--- src/sv/bfr_pkg.sv ---
// Package for the bounded queue with replace-all: depth, widths, operation
// codes and the capacity clamp. No dependencies.
`timescale 1ns / 1ps
`default_nettype none

package bfr_pkg;

  // Ring depth and derived widths
  localparam int DEPTH  = 8;
  localparam int PTR_W  = $clog2(DEPTH);
  localparam int CNT_W  = $clog2(DEPTH + 1);
  localparam int CAP_W  = 4;
  localparam int CMP_W  = (CNT_W > CAP_W) ? CNT_W : CAP_W;
  localparam int WORD_W = 32;
  localparam int OP_W   = 2;

  localparam logic [CAP_W-1:0] CAP_RESET = CAP_W'(8);

  // Operation codes
  typedef enum logic [OP_W-1:0] {
    OP_ENQ  = 2'd0,
    OP_DEQ  = 2'd1,
    OP_PEEK = 2'd2,
    OP_REPL = 2'd3
  } op_t;

  typedef logic [PTR_W-1:0] ptr_t;
  typedef logic [CNT_W-1:0] cnt_t;

  // Clamp the programmed capacity into 1..DEPTH
  function automatic cnt_t eff_cap(input logic [CAP_W-1:0] c);
    logic [CMP_W-1:0] cx;
    logic [CMP_W-1:0] res;
    cx = CMP_W'(c);
    if (cx == '0) begin
      res = CMP_W'(1);
    end else if (cx > CMP_W'(DEPTH)) begin
      res = CMP_W'(DEPTH);
    end else begin
      res = cx;
    end
    return CNT_W'(res);
  endfunction

  // Step a ring pointer, wrapping at DEPTH
  function automatic ptr_t ring_next(input ptr_t p);
    return (p == PTR_W'(DEPTH - 1)) ? '0 : p + PTR_W'(1);
  endfunction

endpackage

`default_nettype wire

--- src/sv/bounded_fifo_with_replace_all.sv ---
// Bounded FIFO of signed 32-bit words with enqueue, dequeue, peek and
// replace-all, held in a one-read one-write synchronous RAM. Uses bfr_pkg.
//
// Item timing: start is taken when busy is low. A result strobes out_valid
// for one cycle and must be captured then; the receiver cannot stall it.
// Enqueue, and any operation refused for a full or empty queue, returns its
// result in the cycle after acceptance with busy staying low. Dequeue and
// peek read the head from the registered RAM read port and answer from
// ST_READ. Replace-all walks the occupied entries one at a time, with a
// read step and a compare/write step each. Capacity is clamped to 1..DEPTH;
// lowering it below the count loses no entries.
`timescale 1ns / 1ps
`default_nettype none

module bounded_fifo_with_replace_all
  import bfr_pkg::*;
(
  input  wire logic                     clk,
  input  wire logic                     rst_n,
  // configuration
  input  wire logic                     cfg_we,
  input  wire logic [CAP_W-1:0]         cfg_data,
  // item input
  input  wire logic                     start,
  output logic                          busy,
  input  wire logic [OP_W-1:0]          in_operation,
  input  wire logic signed [WORD_W-1:0] in_value,
  input  wire logic signed [WORD_W-1:0] in_target,
  // result output
  output logic                          out_valid,
  output logic                          out_ok,
  output logic signed [WORD_W-1:0]     out_data,
  output logic                          out_is_empty,
  output logic                          out_is_full
);

  // State codes
  localparam logic [1:0] ST_IDLE  = 2'd0;
  localparam logic [1:0] ST_READ  = 2'd1;
  localparam logic [1:0] ST_RA_RD = 2'd2;
  localparam logic [1:0] ST_RA_WR = 2'd3;

  logic [1:0]        state_r, state_nxt;
  logic [CAP_W-1:0]  cap_r;
  ptr_t              head_r, head_nxt;
  ptr_t              tail_r, tail_nxt;
  cnt_t              cnt_r, cnt_nxt;
  ptr_t              walk_r, walk_nxt;
  cnt_t              left_r, left_nxt;
  logic [WORD_W-1:0] val_r, val_nxt;
  logic [WORD_W-1:0] tgt_r, tgt_nxt;

  logic              ov_r, ov_nxt;
  logic              ok_r, ok_nxt;
  logic [WORD_W-1:0] data_r, data_nxt;
  logic              emp_r, emp_nxt;
  logic              full_r, full_nxt;

  // Entry RAM ports
  logic [WORD_W-1:0] mem [DEPTH];
  logic              rd_en;
  ptr_t              rd_addr;
  logic [WORD_W-1:0] rdata_r;
  logic              wr_en;
  ptr_t              wr_addr;
  logic [WORD_W-1:0] wr_data;

  cnt_t cap_eff;
  logic accept;
  op_t  op;

  assign cap_eff = eff_cap(cap_r);
  assign accept  = start && (state_r == ST_IDLE);
  assign op      = op_t'(in_operation);

  // Next-state, RAM control and result logic
  always_comb begin
    state_nxt = state_r;
    head_nxt  = head_r;
    tail_nxt  = tail_r;
    cnt_nxt   = cnt_r;
    walk_nxt  = walk_r;
    left_nxt  = left_r;
    val_nxt   = val_r;
    tgt_nxt   = tgt_r;
    ov_nxt    = 1'b0;
    ok_nxt    = ok_r;
    data_nxt  = data_r;
    emp_nxt   = emp_r;
    full_nxt  = full_r;
    rd_en     = 1'b0;
    rd_addr   = head_r;
    wr_en     = 1'b0;
    wr_addr   = tail_r;
    wr_data   = in_value;

    unique case (state_r)
      ST_IDLE: begin
        if (accept) begin
          // default: refused, answer at once with the unchanged count
          ov_nxt   = 1'b1;
          ok_nxt   = 1'b0;
          data_nxt = '0;
          emp_nxt  = (cnt_r == '0);
          full_nxt = (cnt_r >= cap_eff);
          unique case (op)
            OP_ENQ: begin
              if (cnt_r < cap_eff) begin
                wr_en    = 1'b1;
                tail_nxt = ring_next(tail_r);
                cnt_nxt  = cnt_r + CNT_W'(1);
                ok_nxt   = 1'b1;
                emp_nxt  = 1'b0;
                full_nxt = (cnt_nxt >= cap_eff);
              end
            end
            OP_DEQ, OP_PEEK: begin
              if (cnt_r != '0) begin
                // read the head; result follows once the data returns
                ov_nxt    = 1'b0;
                rd_en     = 1'b1;
                state_nxt = ST_READ;
                if (op == OP_DEQ) begin
                  head_nxt = ring_next(head_r);
                  cnt_nxt  = cnt_r - CNT_W'(1);
                end
              end
            end
            OP_REPL: begin
              if (cnt_r != '0) begin
                ov_nxt    = 1'b0;
                walk_nxt  = head_r;
                left_nxt  = cnt_r;
                val_nxt   = in_value;
                tgt_nxt   = in_target;
                state_nxt = ST_RA_RD;
              end
            end
            default: ;
          endcase
        end
      end
      ST_READ: begin
        // count already reflects a dequeue
        ov_nxt    = 1'b1;
        ok_nxt    = 1'b1;
        data_nxt  = rdata_r;
        emp_nxt   = (cnt_r == '0);
        full_nxt  = (cnt_r >= cap_eff);
        state_nxt = ST_IDLE;
      end
      ST_RA_RD: begin
        rd_en     = 1'b1;
        rd_addr   = walk_r;
        state_nxt = ST_RA_WR;
      end
      ST_RA_WR: begin
        // rewrite a matching entry, then advance the walk
        wr_addr  = walk_r;
        wr_data  = val_r;
        wr_en    = (rdata_r == tgt_r);
        walk_nxt = ring_next(walk_r);
        left_nxt = left_r - CNT_W'(1);
        if (left_r == CNT_W'(1)) begin
          ov_nxt    = 1'b1;
          ok_nxt    = 1'b1;
          data_nxt  = '0;
          emp_nxt   = (cnt_r == '0);
          full_nxt  = (cnt_r >= cap_eff);
          state_nxt = ST_IDLE;
        end else begin
          state_nxt = ST_RA_RD;
        end
      end
      default: state_nxt = ST_IDLE;
    endcase
  end

  // Entry RAM: one write port, one registered read port
  always_ff @(posedge clk) begin
    if (wr_en) begin
      mem[wr_addr] <= wr_data;
    end
    if (rd_en) begin
      rdata_r <= mem[rd_addr];
    end
  end

  // Control registers
  always_ff @(posedge clk) begin
    if (!rst_n) begin
      state_r <= ST_IDLE;
      cap_r   <= CAP_RESET;
      head_r  <= '0;
      tail_r  <= '0;
      cnt_r   <= '0;
      ov_r    <= 1'b0;
    end else begin
      state_r <= state_nxt;
      head_r  <= head_nxt;
      tail_r  <= tail_nxt;
      cnt_r   <= cnt_nxt;
      ov_r    <= ov_nxt;
      if (cfg_we) begin
        cap_r <= cfg_data;
      end
    end
  end

  // Payload registers
  always_ff @(posedge clk) begin
    walk_r <= walk_nxt;
    left_r <= left_nxt;
    val_r  <= val_nxt;
    tgt_r  <= tgt_nxt;
    ok_r   <= ok_nxt;
    data_r <= data_nxt;
    emp_r  <= emp_nxt;
    full_r <= full_nxt;
  end

  assign busy         = (state_r != ST_IDLE);
  assign out_valid    = ov_r;
  assign out_ok       = ok_r;
  assign out_data     = data_r;
  assign out_is_empty = emp_r;
  assign out_is_full  = full_r;

endmodule

`default_nettype wire

--- config.mk ---
export PLATFORM = sky130hd
export DESIGN_NAME = bounded_fifo_with_replace_all
export DESIGN_NICKNAME = d
export VERILOG_FILES = /design/src/sv/bfr_pkg.sv /design/src/sv/bounded_fifo_with_replace_all.sv
export SDC_FILE = /design/constraint.sdc
export NUM_CORES = 1
export LEC_CHECK = 0
export BUFFER_PORTS_ARGS = -buffer_cell sky130_fd_sc_hd__buf_2
export CORE_ASPECT_RATIO = 1.5
export CORE_UTILIZATION = 45
export CTS_CLUSTER_DIAMETER = 120
export DETAILED_ROUTE_END_ITERATION = 16
export MAX_ROUTING_LAYER = met4
export SETUP_SLACK_MARGIN = 0.15
export SLEW_MARGIN = 40
export SYNTH_ARGS = -nofsm -noshare
export SYNTH_HDL_FRONTEND = slang
export SYNTH_SLANG_ARGS = --single-unit
--- constraint.sdc ---
create_clock -name clk -period 3.9 [get_ports clk]
set_input_delay 0.39 -clock clk [delete_from_list [all_inputs] [get_ports clk]]
set_output_delay 0.39 -clock clk [all_outputs]
set_load 0.03 [all_outputs]
==> results by group, run 1 <==
Worst setup path
  • CP max stage cell: a21oi_4
  • Worst R2R Setup Slack: 0.83 ns
  • Crit-path most repeated cell: nand2_1
  • Crit path max-delay family: simple AND/OR/NAND/NOR gates
  • Worst Setup End Kind: flip-flop
  • CP max stage delay: roughly 0.51 ns
  • Crit path DAT: around 3.3 ns
  • Worst Reg2Reg Path Length in Cells: 10
  • CP Launch Type: flip-flop
  • RR Endpoint: mem[0][10]
  • FF-to-FF Start: cap_r[3]
  • CP required: 4.14 ns
  • Critical path class: flip-flop to flip-flop
  • Crit path max fanout: 13
  • CP bufs+invs: 3
  • Worst-path cell chain: inv_1 > nand2_1 > ha_1 > nor2b_1 > o21bai_1 > nor4bb_1 > buf_4 > nand2_1 > a21oi_4 > buf_12

Clocking
  • CTS Sinks: a little over 400
  • CTS buffer count: 39
  • Reg clk slew, reported paths: around 0.060 ns
  • Htree depth: 2
  • Clock Path Buffers: 3
  • # hold bufs at CTS: 0
  • Clock Latency Late Sink: 0.53 ns
  • Post-CTS Setup Bufs: 0
  • CTS tree: yes
  • Post_cts resized: 0
  • CTS Root Cell: clkbuf_16

Synth
  • Number of warnings issued by yosys: 0
  • Mux contribution to synthesized area: 0.152
  • Xor and xnor area share after synthesis: 0.0180
  • Syn_nets: 921
  • Async SR Flop Fraction: 0
  • Post-Synth Simple-Gate Area: 0.0359
  • EDFF count, synth: ~390
  • Syn avg cell area: between 20 and 25 um2
  • Cell variety after synth: 54
  • Top_reg_cell synth: edfxtp_1
  • Seq/Total Area, Yosys: 0.737
  • Synthesized-area fraction occupied by adder cells: 0.0189
  • #FFs+latches synth: around 400
  • Main combinational cell family by area after synthesis: multiplexers
  • Cells after Synth: ~820
  • Synth Cell Area: about 17000 um2
  • Complex-gate fraction of the synthesized area: 0.0216

Power
  • Pleak: about 0.0067 uW
  • Maximum vdd ir drop: just under 0.0004 V
  • Final total power: roughly 12000 uW
  • PwrDens: between 600 and 700 nW/um2

Finish
  • Commonest non-fill, non-tap cell in the layout: edfxtp_1
  • Area grow syn2layout: 16.3%
  • Share of cells above drive strength 1: 0.283
  • Most frequent cells in the layout: edfxtp_1, buf_2, mux2_2, mux4_1, clkbuf_16
  • Layout Nets: about 1100

Floorplanning
  • Die height: approximately 240 um
  • CORE AREA: between 30000 and 40000 um2
  • Initial Utilization: 0.458
  • DIE AREA: between 30000 and 40000 um2
  • Core Rows: 85
  • Ports: 111
  • Die X: approximately 160 um

GRT
  • Vias in the first global route: roughly 8100
  • Total grt overflow: 0
  • Largest net degree at the start of global routing: 65
  • Total track usage: 0.190
  • First-pass GRT wire length: 49500 um
  • Antenna violations before repair: 1

Detailed routing
  • Pre-antenna DRT Iters: 5
  • Wire per inst: about 23 um
  • Vias: between 7000 and 8000
  • Initial DRC count: around 560
  • Vias/cell: approximately 5.4
  • Drt drc: 0
  • Final wirelength: ~33000 um
  • Post-route ant nets: 0

STA
  • Final Max Tran Viols: 0
  • RSZ-0062 raised after global routing: no
  • Endpoints failing setup: 0
  • Fin crit period: a little over 3 ns
  • FMAX: approximately 0.33 GHz
  • Setup total negative slack: 0 ns
  • Slew @ Worst Pin: 0.781 ns
  • Tcrit/Tclk final: 0.788
  • Final hold vios: 0
  • Final Skew: 0.0156 ns
  • Relative slew slack: 0.469

Place
  • Routability congestion estimate: 0.779
  • DPL Wire Length: 21100 um
  • Port Buf Inserts: between 100 and 150

Hold path
  • Hold Startpoint: in_target[1]
  • Min-delay worst type: primary input to flip-flop
  • WHS Path Cells: 1
  • Worst Hold End: tgt_r[1]

Flow run
  • Max Cap Viol: 0

Status
  • Status: finished clean
-- Yosys cell counts, types with 3 or more instances --
cell type,count,share of area
a21oi_1,21,0.0064
mux2i_1,12,0.0073
and2_1,34,0.013
nor3_1,4,0.0012
o21ai_0,6,0.0018
xor2_1,4,0.0021
nand4_1,8,0.0030
nand2_1,16,0.0036
nor3b_1,3,0.0014
a31oi_1,4,0.0015
o31ai_1,3,0.0014
clkbuf_1,13,0.0030
mux2_2,65,0.044
dfxtp_1,17,0.021
ha_1,25,0.019
nand3_1,3,0.00091
edfxtp_1,394,0.72
inv_1,14,0.0032
nor2b_1,11,0.0042
mux4_1,55,0.088
nor2_1,20,0.0045
mux4_2,9,0.012
buf_2,7,0.0021
xnor2_1,30,0.016
buf_6,6,0.0041
a21boi_0,3,0.0014
-- worst register-to-register path: stages (launching register included) --
cell and delay (ns):
dfxtp_1 0.32, inv_1 0.14, nand2_1 0.11, ha_1 0.29, nor2b_1 0.13, o21bai_1 0.19
nor4bb_1 0.42, buf_4 0.22, nand2_1 0.23, a21oi_4 0.51, buf_12 0.22
-- registers in the layout (all words and copies together) (netlist names) --
register      cells
out_valid         1
cap_r             4
state_r           2
val_r            32
head_r            3
mem             256
out_is_empty      1
out_data         32
left_r            4
tgt_r            32
out_is_full       1
walk_r            3
rdata_r          32
cnt_r             4
tail_r            3
out_ok            1
-- layer usage --
layer,part of all wire,GRT usage,up-vias,wire [um]
met4,0.023,0.0609,0,756
met5,0,-,-,0
li1,-,-,3613,-
met2,0.53,0.324,193,17700
met1,0.40,0.230,4039,13500
met3,0.043,0.0293,46,1430
-- power breakdown --
part           total [uW]  internal [uW]  switching, uW
registers            5720           5520            198
logic                2650            999           1650
clock network        3900           2340           1570
-- how the worst max path moves through the flow --
stage                        start    endpoint  slack (ns)  cells past startpoint
after global routing      cap_r[3]   mem[0][9]        0.64                     10
after detailed placement  cap_r[3]  mem[0][10]        0.83                     10
after global placement    cap_r[3]   mem[0][8]        0.83                     10
final                     cap_r[3]  mem[0][10]        0.83                     10
after floorplan           cap_r[3]   mem[2][0]        0.19                      9
after CTS                 cap_r[3]   mem[0][9]        0.79                     10
-- logic make-up (layout without fill, tap and decap cells) --
logic type / Yosys count / after routing
buffers and inverters: 47 / 219
adder cells (fa/ha/maj): 25 / 25
AND/OR/NAND/NOR: 109 / 109
multiplexers: 142 / 142
AO/OA/AOI/OAI: 54 / 54
XOR/XNOR: 34 / 34
other: 0 / 1
flip-flops: 411 / 411
-- through the flow --
stage               hold WS [ns]  cell area [um2]  utilization  std cells  worst slack [ns]
detailed placement         0.509            17900        0.496       1401             0.828
CTS                      0.00238            19200        0.533       1472             0.793
global route              0.0112            19200        0.533       1473             0.644
finish                    0.0309            19200        0.533       1473             0.826
floorplan                  0.481            16500            -        822             0.189
global placement           0.503            17800        0.494       1399             0.830
-- final cells by class --
cell class              count  area (um2)
inverters                  15        56.3
repair buffers            133         836
diodes                      1        2.50
fillers                  2832       16800
flip-flops and latches    411       12200
well taps                 478         598
multi-input cells         364        4220
clock buffers              49        1070
clock inverters            22         258
No activity file was read; power rests on OpenSTA's default activity.
==> run 2, diff against run 1 <==
clock period = 3.2 ns   (was 3.9 ns; I/O delays follow)
==> results by group, run 2 (synthesized netlist as in run 1, its figures left out) <==
Status
  • Status: finished clean

Detailed routing
  • Pre-antenna DRT Iters: 4
  • Wire per inst: between 20 and 25 um
  • Final wirelength: about 34000 um
  • Initial DRC count: between 400 and 500
  • Drt drc: 0
  • Post-route ant nets: 0
  • Vias: 8157
  • Vias/cell: around 5.3

Finish
  • Commonest non-fill, non-tap cell in the layout: edfxtp_1
  • Max FFs per register: approximately 260
  • Area grow syn2layout: 20.8%
  • N_diodes: 0
  • Share of cells above drive strength 1: 0.268
  • Layout Nets: 1135
  • Biggest register: mem
  • Most frequent cells in the layout: edfxtp_1, buf_2, mux2_2, dlygate4sd3_1, mux4_1
  • Final Non-Filler Cells: about 1500
  • FILL cells: about 2700

Power
  • Clk pwr share: 0.314
  • Comb power frac: 0.220
  • Sequential Power Share: 0.467
  • Internal: ~11000 uW
  • Net Sw Frac: 0.276
  • Maximum vdd ir drop: between 0.0006 and 0.0007 V
  • Pleak: between 0.007 and 0.008 uW
  • Switching pwr: approximately 4100 uW
  • PwrDens: between 700 and 800 nW/um2

Floorplanning
  • Core Rows: 85
  • CORE AREA: ~36000 um2
  • DIE AREA: between 30000 and 40000 um2
  • Ports: 111
  • Initial Utilization: 0.458
  • Die height: 237 um
  • Die X: between 150 and 200 um

Worst setup path
  • CP required: 3.47 ns
  • Worst Setup End Kind: flip-flop
  • RR Endpoint: rdata_r[8]
  • Critical path class: flip-flop to flip-flop
  • Worst R2R Setup Slack: 0.41 ns
  • CP Launch Type: flip-flop
  • FF-to-FF Start: state_r[0]
  • Worst Reg2Reg Path Length in Cells: 6
  • Crit path max fanout: 40
  • Crit path DAT: around 3 ns

Place
  • DPL Wire Length: roughly 21000 um
  • Routability congestion estimate: just over 0.8
  • Port Buf Inserts: 110
  • Post-Place Worst Slack: between 0.4 and 0.5 ns
  • Cells after DPL: roughly 1400

Clocking
  • Reg clk slew, reported paths: 0.06 ns
  • CTS buffer count: 39
  • CTS tree: yes
  • Clock Path Buffers: 3
  • CTS Root Cell: clkbuf_16
  • Post-CTS Setup Bufs: 0
  • Htree depth: 2
  • CTS Sinks: roughly 410
  • Clock Latency Late Sink: 0.54 ns
  • # hold bufs at CTS: 64
  • Post_cts resized: 0

GRT
  • Vias in the first global route: 8606
  • First-pass GRT wire length: about 51000 um
  • Total track usage: 0.195
  • Largest net degree at the start of global routing: 53
  • Antenna violations before repair: 0
  • Total grt overflow: 0

Hold path
  • Hold Startpoint: in_value[16]
  • Min-delay worst type: primary input to flip-flop
  • WHS Path Cells: 1
  • Worst Hold End: val_r[16]

STA
  • Final Max Tran Viols: 0
  • Final hold vios: 0
  • Final setup margin: 0.410 ns
  • Relative slew slack: 0.537
  • FMAX: 0.358 GHz
  • Fin crit period: between 2 and 3 ns
  • Setup total negative slack: 0 ns
  • Slew @ Worst Pin: about 0.70 ns
  • Endpoints failing setup: 0
  • Final Skew: around 0.026 ns
  • Tcrit/Tclk final: 0.872
  • RSZ-0062 raised after global routing: no
  • Final hold slack: roughly 0.028 ns

Flow run
  • Max Cap Viol: 0
## run 2: power by group through the flow
stage          Sequential (uW)  Clock, uW  Combinational [uW]
3_5_place_dp              7120          0                3300
6_report                  7000       4700                3290
2_1_floorplan             7470          0                1820
4_1_cts                   7000       4820                3370
5_1_grt                   7050       4980                3570
3_3_place_gp              7110          0                3280
## run 2: layout make-up
class,count,area (um2),share of cell area
inverter,15,56.3,0.00282
clock inverter,19,238,0.0119
tap,478,598,0.0300
clock buffer,49,1060,0.0530
timing repair buffer,205,1610,0.0808
multi-input combinational,364,4200,0.211
sequential,411,12200,0.611
## run 2: worst max path at each step
stage,startpoint,depth (start not counted),endpoint,slack [ns]
after floorplan,cap_r[3],9,mem[0][0],0.06
after global placement,state_r[0],6,rdata_r[19],0.41
after detailed placement,state_r[0],6,rdata_r[19],0.40
after CTS,state_r[0],6,rdata_r[7],0.39
after global routing,state_r[0],6,rdata_r[7],0.24
final,state_r[0],6,rdata_r[8],0.41
## run 2: worst max-delay path, cell delays in order, from the launching register on
cell	delay [ns]
dfxtp_1	0.35
inv_1	0.09
ha_1	0.47
mux2i_4	0.38
buf_12	0.33
mux4_1	0.61
mux2_2	0.28
## run 2: layer usage
metal / up-vias / global-route usage / wire length, um
met4: 0 / 0.0664 / 969
met5: - / - / 0
met3: 59 / 0.0262 / 1640
met2: 208 / 0.337 / 17800
li1: 3745 / - / -
met1: 4145 / 0.233 / 13500
## run 2: metrics by stage
stage               total power, uW  instance area [um2]   util
finish                        15000                19900  0.553
global route                  15600                19900  0.553
CTS                           15200                19900  0.553
detailed placement            10400                18000  0.499
global placement              10400                18000  0.499
floorplan                      9290                16500      -
